==> src/hdl/ils_pkg.sv <==
package ils_pkg;

    localparam int Order = 3;
    localparam int Cols  = Order + 1;
    localparam int NCoef = Order * Cols;
    localparam int AddrW = $clog2(NCoef);
    localparam int IdxW  = $clog2(Order);

    localparam logic [1:0] StConverged = 2'd0;
    localparam logic [1:0] StNotDom    = 2'd1;
    localparam logic [1:0] StLimit     = 2'd2;

    localparam logic       OpLoad  = 1'b0;
    localparam logic       OpSolve = 1'b1;

    localparam logic [1:0] RegMethod    = 2'd0;
    localparam logic [1:0] RegTolerance = 2'd1;
    localparam logic [1:0] RegMaxSweeps = 2'd2;

    typedef struct packed {
        logic               start;
        logic signed [95:0] num;
        logic signed [31:0] den;
    } t_div_req;

    typedef struct packed {
        logic               done;
        logic signed [31:0] quo;
    } t_div_rsp;

endpackage

==> src/hdl/ils_div.sv <==
module ils_div (
    input  logic              i_clk,
    input  logic              i_rst_n,
    input  ils_pkg::t_div_req i_req,
    output ils_pkg::t_div_rsp o_rsp
);
    import ils_pkg::*;

    logic [95:0] r_rem;
    logic [95:0] r_quo;
    logic [31:0] r_den;
    logic        r_neg;
    logic [6:0]  r_cnt;
    logic        r_busy;
    logic [96:0] w_trial;
    logic [95:0] w_qmag;
    logic        w_big;

    always_comb begin
        w_trial = {r_rem[95:0], r_quo[95]} - {65'd0, r_den};
    end

    always_comb begin
        w_qmag = r_quo;
        w_big  = r_neg ? (w_qmag > 96'h8000_0000) : (w_qmag > 96'h7FFF_FFFF);
    end

    always_ff @(posedge i_clk) begin
        if (!i_rst_n) begin
            r_busy     <= 1'b0;
            o_rsp.done <= 1'b0;
            r_cnt      <= '0;
        end else begin
            o_rsp.done <= 1'b0;
            if (i_req.start) begin
                r_busy <= 1'b1;
                r_cnt  <= 7'd96;
                r_rem  <= '0;
                r_quo  <= i_req.num[95] ? 96'(-i_req.num) : i_req.num;
                r_den  <= i_req.den[31] ? 32'(-i_req.den) : i_req.den;
                r_neg  <= i_req.num[95] ^ i_req.den[31];
            end else if (r_busy && r_cnt != 7'd0) begin
                r_cnt <= r_cnt - 7'd1;
                if (!w_trial[96]) begin
                    r_rem <= w_trial[95:0];
                    r_quo <= {r_quo[94:0], 1'b1};
                end else begin
                    r_rem <= {r_rem[94:0], r_quo[95]};
                    r_quo <= {r_quo[94:0], 1'b0};
                end
            end else if (r_busy) begin
                r_busy     <= 1'b0;
                o_rsp.done <= 1'b1;
                if (w_big) begin
                    o_rsp.quo <= r_neg ? 32'sh8000_0000 : 32'sh7FFF_FFFF;
                end else begin
                    o_rsp.quo <= r_neg ? 32'(-w_qmag) : w_qmag[31:0];
                end
            end
        end
    end

endmodule

==> config.mk <==
export PLATFORM = sky130hd
export DESIGN_NAME = ils_div
export DESIGN_NICKNAME = d
export VERILOG_FILES = /design/src/hdl/ils_pkg.sv /design/src/hdl/ils_div.sv
export SDC_FILE = /design/constraint.sdc
export NUM_CORES = 1
export LEC_CHECK = 0
export BUFFER_PORTS_ARGS = -buffer_cell sky130_fd_sc_hd__clkbuf_2
export CAP_MARGIN = 40
export CORE_MARGIN = 3
export CORE_UTILIZATION = 39
export DETAILED_ROUTE_END_ITERATION = 12
export GPL_TIMING_DRIVEN = 0
export SYNTH_ARGS = -nofsm -noshare
export SYNTH_HDL_FRONTEND = slang
export SYNTH_SLANG_ARGS = --single-unit
==> constraint.sdc <==
create_clock -name i_clk -period 20.6 [get_ports i_clk]
set_clock_uncertainty 0.2 [all_clocks]
set_input_delay 3.09 -clock i_clk [delete_from_list [all_inputs] [get_ports i_clk]]
set_output_delay 3.09 -clock i_clk [all_outputs]
set_load 0.005 [all_outputs]
# After elaboration in Yosys (flattened, before gate mapping)
# Index checks and enable logic that the tools add are counted.
# totals
inputBits,131
out_inout_bits,33
reg_bits,266
elab_cells,46
# classes
muxes,16
add_sub_neg,5
bitwise,4
n_reduce_logical,8
magnitude_cmp,2
n_eq_ne,1
# ops
op,count
96-bit 2-to-1 mux,5
97-bit by 32-bit subtractor with 97-bit output,1
96-bit by 31-bit greater-than comparator with 1-bit output (second input constant),1
96-bit by 32-bit greater-than comparator with 1-bit output (second input constant),1
32-bit 2-to-1 mux,3
96-bit negator,1
32-bit negator,2
33-bit 2-to-1 mux,1
31-bit 2-to-1 mux,1
7-bit 2-to-1 mux,2
7-bit nonzero test,1
7-bit by 1-bit subtractor with 7-bit output (second input constant),1
1-bit 2-to-1 mux,4
2-bit AND reduction,2
4-bit AND reduction,1
1-bit inverter,3
3-bit OR reduction,1
2-bit != test (second input constant),1
2-bit nonzero test,1
2-bit OR reduction,1
1-bit logical AND,1
1-bit bitwise XOR,1

# Depth between registers and ports, before layout
# Gate-level depths: netlist of run 1.
# logic_depth
depth_word,4
depth_mapped,15
ltp_nobuf,12

# Worst setup path after synthesis of run 1
# No wires, ideal clock.
# synth_path
kind,input to register
start,in i_req[128] in the netlist's numbering
end,"reg r_quo[0], enable pin"
path_stages,4
arrival_time_ps,8227
n_path_buf,3
t_required_ps,19831
setup_slack_ps,11603
setup_ps,569
path_cell_list,clkbuf_1 clkbuf_1 clkbuf_1 o21a_1
# synth_between
elab_chain_len,2
# synth_lines
item,line_no,text
start: declaration,ils_div.sv:4,"input ils_pkg::t_div_req i_req,"
2-bit nonzero test (no source line),--,
2-bit AND reduction (no source line),--,
end signal: assignment,ils_div.sv:39,r_quo <= i_req.num[95] ? 96'(-i_req.num) : i_req.num;
end signal: assignment,ils_div.sv:46,"r_quo <= {r_quo[94:0], 1'b1};"
end signal: assignment,ils_div.sv:49,"r_quo <= {r_quo[94:0], 1'b0};"
end: declaration,ils_div.sv:10,logic [95:0] r_quo;
# Every way passes these cells.
# A chain may end at the register's enable or synchronous reset.

# Worst setup path after layout of run 1
# layout_path
start,in i_req[32] in the netlist's numbering
end,"reg r_quo[74], data pin"
# layout_between
elab_chain_len,3
# layout_lines
item,line_no,text
96-bit negator,ils_div.sv:39,
96-bit 2-to-1 mux,ils_div.sv:39,
96-bit 2-to-1 mux,ils_div.sv:35,if (i_req.start) begin
# Every way passes these cells.

==> results_dict.tcl, run 1 <==
set metrics [dict create \
    status "complete, no violations" \
    hold_viol 0 \
    clk-insertion-delay-late_ns 0.59 \
    dpl.hpwl_um 36500 \
    ff2ff_setup_slack_ns 16.07 \
    crit_arrival_ns 6.75 \
    clockBufferDepth 3 \
    synthTopCellsByCount "edfxtp_1, nor2_1, a21oi_1, nand2_1, xor2_1" \
    synthSimpleGateAreaFrac_pct 20.9 \
    whs_ns 0.307 \
    required_ns 20.71 \
    grt_usage_pct 20.1 \
    r2r-end "r_rem[30]$_SDFFCE_PP0P_" \
    cts_setup_buffers 0 \
    antenna_found_initial 2 \
    synthCells 1840 \
    synth_compound_gate_area_share_pct 16.1 \
    ios 164 \
    synth.net_count 2009 \
    synth_top_area_share_pct 44.7 \
    multi_input_area_um2 8750 \
    dieArea_um2 46800 \
    setup.worst_path.class "input port to flip-flop" \
    via_per_inst 5.65 \
    synth.largest_area_cell "edfxtp_1" \
    setup.worst_path.end_class "flip-flop" \
    synthAdderAreaFrac_pct 2.80 \
    wl_per_cell_um 18.4 \
    powerDensity_nw_per_um2 72.6 \
    detail-route-antenna-nets 0 \
    cp.buffers_inverters 3 \
    post_cts_resized 0 \
    drc 0 \
    synth-xor-area-share_pct 10.0 \
    setup_violations 0 \
    synth_area_um2 17300 \
    grt_pass1_vias 14100 \
    min_path_type "flip-flop to flip-flop" \
    cts_tree "built" \
    p_leak_uw 0.00703 \
    num_rows 76 \
    cts_htree_levels 1 \
    cts_buffers 30 \
    grt_overflow 0 \
    grt_first_pass_wirelength_um 76800 \
    slew_violations 0 \
    slowest_delay_ns 0.64 \
    finalWirelength_um 48800 \
    nets 2211 \
    fp.dieW_um 216 \
    port_buffers 162 \
    area_growth_pct 15.0 \
    final-seq-area_um2 7900 \
    cpMaxStageDelayCell "o41ai_1" \
    start_util_pct 39.8 \
    grt_max_degree 54 \
    ys_seq_area_share_pct 45.7 \
    vias 15000 \
    ctsHoldBuffers 0 \
    synth_top_family_by_area "simple AND/OR/NAND/NOR gates" \
    crit_path_start "i_req[32]" \
    drtIter0Drc 1104 \
    start_kind "input port" \
    worst_pin_slew_ns 0.852 \
    cp_max_fo 8 \
    synth_most_common_cell "edfxtp_1" \
    fin_tns_setup_ns 0 \
    yosys_warnings 0 \
    synth-async-reset-ratio_pct 0 \
    dr.pass1.iters 5 \
    maxCapViolCount 0 \
    syn_avg_cell_area_um2 9.38 \
    synth_edf_count 257 \
    root_buffer "clkbuf_16" \
    rsz0062_at_grt "no" \
    design.core.area_um2 43400 \
    rr_startpoint "r_rem[69]$_SDFFCE_PP0P_" \
    ir_worst_vdd_mv 0.0695 \
    synthDistinctLibCells 68 \
    worst-path-stages 13 \
    power_uw 1440 \
    fillers 4275 \
    synth_seq_cells 266 \
    timing.final.crit_share_pct 32.2 \
    cp-endpoint "r_quo[74]$_DFFE_PP_" \
    slew_headroom_pct 43.2 \
    ff2ff_path_depth 10 \
    place_congestion 0.912 \
    synth.area.top_cells "edfxtp_1, xor2_1, a21oi_1" \
    drive_above_1_share_pct 13.2 \
    synthMuxAreaShare_pct 0.768 \
    crit_chain "clkbuf_2 > inv_1 > ha_1 > or3b_2 > or4_1 > or4_1 > clkbuf_1 > nor2_1 > nand2_1 > o41ai_1 > nand2_1 > xor2_1 > mux2_2" \
    period_minus_slack_ns 6.64 \
    fmax_ghz 0.151 \
    clock-sinks 266 \
    cp_top_family "simple AND/OR/NAND/NOR gates" \
    die_h_um 216 \
    synthFlopType "edfxtp_1" \
    clk_pin_slew_ns 0.07 \
]
[cell families (layout without fill, tap and decap cells)]
family                   after synthesis  after routing
buffers and inverters                158            383
flip-flops                           266            266
multiplexers                          12             12
adder cells (fa/ha/maj)               38             38
AND/OR/NAND/NOR                      724            724
AO/OA/AOI/OAI                        444            444
XOR/XNOR                             198            198
other                                  0              1
[final cells by class]
class	instances	area share, %
Inverter	65	1.23
Tap cell	585	3.69
Buffer	93	1.96
Multi-Input combinational cell	1416	44.0
Timing Repair Buffer	170	4.74
Sequential cell	266	39.8
Clock buffer	37	3.91
Antenna cell	1	0.0126
Clock inverter	18	0.649
[tightest hold or removal path, cell delays in order (launching register included)]
cell	delay [ns]
dfxtp_1	0.32
inv_1	0.08
nor3_1	0.06
[worst min-delay path by stage]
stage                   startpoint                   end  slack, ns  depth (start not counted)
2_1_floorplan  r_busy$_SDFFE_PN0P_  o_rsp[32]$_SDFF_PP0_       0.24                          2
3_3_place_gp   r_busy$_SDFFE_PN0P_  o_rsp[32]$_SDFF_PP0_       0.26                          2
3_5_place_dp   r_busy$_SDFFE_PN0P_  o_rsp[32]$_SDFF_PP0_       0.30                          2
4_1_cts        r_busy$_SDFFE_PN0P_  o_rsp[32]$_SDFF_PP0_       0.32                          2
5_1_grt        r_busy$_SDFFE_PN0P_  o_rsp[32]$_SDFF_PP0_       0.32                          2
6_report       r_busy$_SDFFE_PN0P_  o_rsp[32]$_SDFF_PP0_       0.31                          2
[power breakdown]
part	internal (uW)	switching [uW]	total [uW]
clock network	280	222	502
registers	644	28.3	672
logic	102	165	268
total	1030	416	1440
[per-stage QoR]
| step | setup WS [ns] | util, % | cell area [um^2] | cells |
|---|---|---|---|---|
| 6_report | 13.96 | 45.8 | 19900 | 2651 |
| 3_3_place_gp | 8.78 | 43.4 | 18800 | 2587 |
| 4_1_cts | 13.99 | 45.8 | 19900 | 2650 |
| 3_5_place_dp | 13.39 | 43.7 | 19000 | 2595 |
| 5_1_grt | 13.80 | 45.8 | 19900 | 2651 |
| 2_1_floorplan | 11.60 | - | 17300 | 1840 |
[registers in the layout (all words and copies together), names as in the netlist]
register and flops:
o_rsp 33, r_busy 1, r_cnt 7, r_den 32, r_neg 1, r_quo 96, r_rem 96
[cell usage in the layout (no fill, tap or decap), types with 66 or more instances in the layout]
cell type  netlist  final
o21ai_0         92     92
clkbuf_2         0    162
nand2_1        179    179
edfxtp_1       257    257
nor4_1          66     66
xnor2_1         81     81
xor2_1         117    117
a21oi_1        182    182
clkbuf_1        77     84
nor2_1         196    196
[routing by layer]
metal	vias up	share of wire (%)	track usage, %
li1	7226	-	-
met1	7174	46	29.5
met2	508	45	31.6
met3	57	6.7	2.78
met4	2	1.9	4.77
met5	-	0.041	0
Note: power is estimated with default switching activity, not from simulation.
==> inputs of run 2 (changes only) <==
==> constraint.sdc (replaced) <==
create_clock -name i_clk -period 5.4 [get_ports i_clk]
set_clock_uncertainty 0.2 [all_clocks]
set_input_delay 0.81 -clock i_clk [delete_from_list [all_inputs] [get_ports i_clk]]
set_output_delay 0.81 -clock i_clk [all_outputs]
set_load 0.005 [all_outputs]
==> results_dict.tcl, run 2 (same netlist as run 1, synthesis figures left out) <==
set metrics [dict create \
    ios 164 \
    ff2ff_path_depth 10 \
    powerDensity_nw_per_um2 289 \
    pwr-share-comb_pct 17.7 \
    ff2ff_setup_slack_ns 0.90 \
    crit_top_cell "nor4_1" \
    nets 2212 \
    cp.buffers_inverters 1 \
    maxCapViolCount 0 \
    hold_depth 1 \
    rr_startpoint "r_rem[69]$_SDFFCE_PP0P_" \
    fillers 4236 \
    status "complete, no violations" \
    root_buffer "clkbuf_16" \
    clk_pin_slew_ns 0.06 \
    grt_pass1_vias 14300 \
    antenna_found_initial 0 \
    required_ns 5.50 \
    crit_chain "nor4_1 > nand4_1 > nor4_1 > nand3_1 > or4_1 > nand3_1 > clkbuf_1 > nor4_1 > xnor2_1 > nor2_1" \
    worst_pin_slew_ns 0.827 \
    post-place-ws_ns 0.507 \
    clk-insertion-delay-late_ns 0.59 \
    detail-route-antenna-nets 0 \
    cp_top_family "simple AND/OR/NAND/NOR gates" \
    fmax_ghz 0.222 \
    p_sw_uw 1600 \
    drtIter0Drc 1214 \
    cts_buffers 31 \
    drc 0 \
    vias 15000 \
    period_minus_slack_ns 4.50 \
    setup_slack_ns 0.899 \
    port_buffers 162 \
    grt_use_met1_pct 29.7 \
    hold_end "r_den[0]$_DFFE_PP_" \
    setup.worst_path.class "flip-flop to flip-flop" \
    p_leak_uw 0.00709 \
    via_per_inst 5.65 \
    slew_headroom_pct 44.9 \
    final_common_cell "edfxtp_1" \
    dieArea_um2 46800 \
    r2r-end "r_rem[38]$_SDFFCE_PP0P_" \
    ir_worst_vdd_mv 0.169 \
    fp.dieW_um 216 \
    hold_viol 0 \
    rsz0062_at_grt "no" \
    wl_per_cell_um 18.4 \
    setup_violations 0 \
    area_growth_pct 15.8 \
    dr.pass1.iters 5 \
    post_cts_resized 0 \
    top_usage_layer "met2" \
    timing.final.crit_share_pct 83.4 \
    pwr-share-seq_pct 44.4 \
    die_h_um 216 \
    design.core.area_um2 43400 \
    setup.worst_path.end_class "flip-flop" \
    grt_usage_pct 20.3 \
    grt_max_degree 59 \
    cts_htree_levels 1 \
    num_rows 76 \
    clockBufferDepth 3 \
    finalWirelength_um 48800 \
    slew_violations 0 \
    dpl.hpwl_um 36700 \
    final_util_pct 46.1 \
    final_cell_mix "edfxtp_1, nor2_1, a21oi_1" \
    min_path_type "input port to flip-flop" \
    netSwitchingFraction_pct 27.7 \
    cts_tree "built" \
    place_congestion 0.891 \
    start_kind "flip-flop" \
    drive_above_1_share_pct 13.2 \
    crit_arrival_ns 4.60 \
    min_from "i_req[0]" \
    ctsHoldBuffers 0 \
    p_clk_share_pct 37.9 \
    grt_overflow 0 \
    grt_first_pass_wirelength_um 77500 \
    antenna_cells 0 \
    cts_setup_buffers 0 \
    use_met2_pct 32.2 \
    cp_max_fo 10 \
    cpMaxStageDelayCell "nor4_1" \
    largest_registers "r_quo (96), r_rem (96), o_rsp (33)" \
    gr-usage-met3_pct 2.55 \
    slowest_delay_ns 0.64 \
    start_util_pct 39.8 \
    clock-sinks 266 \
    internal_power_uw 4170 \
]
==> run 2: cell types whose count changed in the layout (fill, tap and decap cells not counted), moves of 2 or more <==
| cell | previous run | this run |
|---|---|---|
| clkinvlp_4 | 3 | 1 |
| clkinv_1 | 4 | 9 |
| bufinv_16 | 1 | 6 |
| clkbuf_1 | 84 | 80 |
| inv_6 | 0 | 2 |
| clkinv_2 | 9 | 4 |
==> run 2: final cells by class <==
cell class	count	area, um^2	share of cell area [%]
multi-input combinational	1416	8750	43.8
sequential	266	7900	39.5
timing repair buffer	170	935	4.68
clock buffer	34	787	3.94
tap	585	732	3.66
buffer	93	389	1.95
clock inverter	22	259	1.30
inverter	65	244	1.22
==> run 2: worst max path at each step <==
stage | to | slack, ns | startpoint | depth (start not counted)
2_1_floorplan | r_quo[0]$_DFFE_PP_ | 0.66 | i_req[128] | 4
3_3_place_gp | r_rem[23]$_SDFFCE_PP0P_ | -1.23 | i_req[128] | 4
3_5_place_dp | r_quo[74]$_DFFE_PP_ | 0.51 | i_req[32] | 13
4_1_cts | r_rem[26]$_SDFFCE_PP0P_ | 0.91 | r_rem[69]$_SDFFCE_PP0P_ | 10
5_1_grt | r_rem[29]$_SDFFCE_PP0P_ | 0.52 | r_rem[69]$_SDFFCE_PP0P_ | 10
6_report | r_rem[38]$_SDFFCE_PP0P_ | 0.90 | r_rem[69]$_SDFFCE_PP0P_ | 10
==> run 2: per-layer routing <==
metal  wire [um]  vias to the layer above
met5           0                        -
met4         902                        0
met3        3230                       57
met2       22100                      515
met1       22600                     7158
li1            -                     7239
==> run 2: metrics by stage <==
stage	area [um^2]	power (uW)	hold slack (ns)	cells	setup TNS, ns
after floorplan	17300	3270	0.235	1840	0
after global placement	18800	3600	0.259	2587	-245.35
after detailed placement	18900	3610	0.277	2595	0
after CTS	20000	5810	0.249	2651	0
after global routing	20000	6040	0.274	2651	0
final	20000	5770	0.277	2651	0
==> run 2: power groups by stage <==
stage | sequential (uW) | combinational [uW] | clock [uW]
after floorplan | 2570 | 699 | 0
after global placement | 2610 | 986 | 0
after detailed placement | 2600 | 1010 | 0
after CTS | 2560 | 1020 | 2230
after global routing | 2580 | 1140 | 2320
final | 2560 | 1020 | 2190
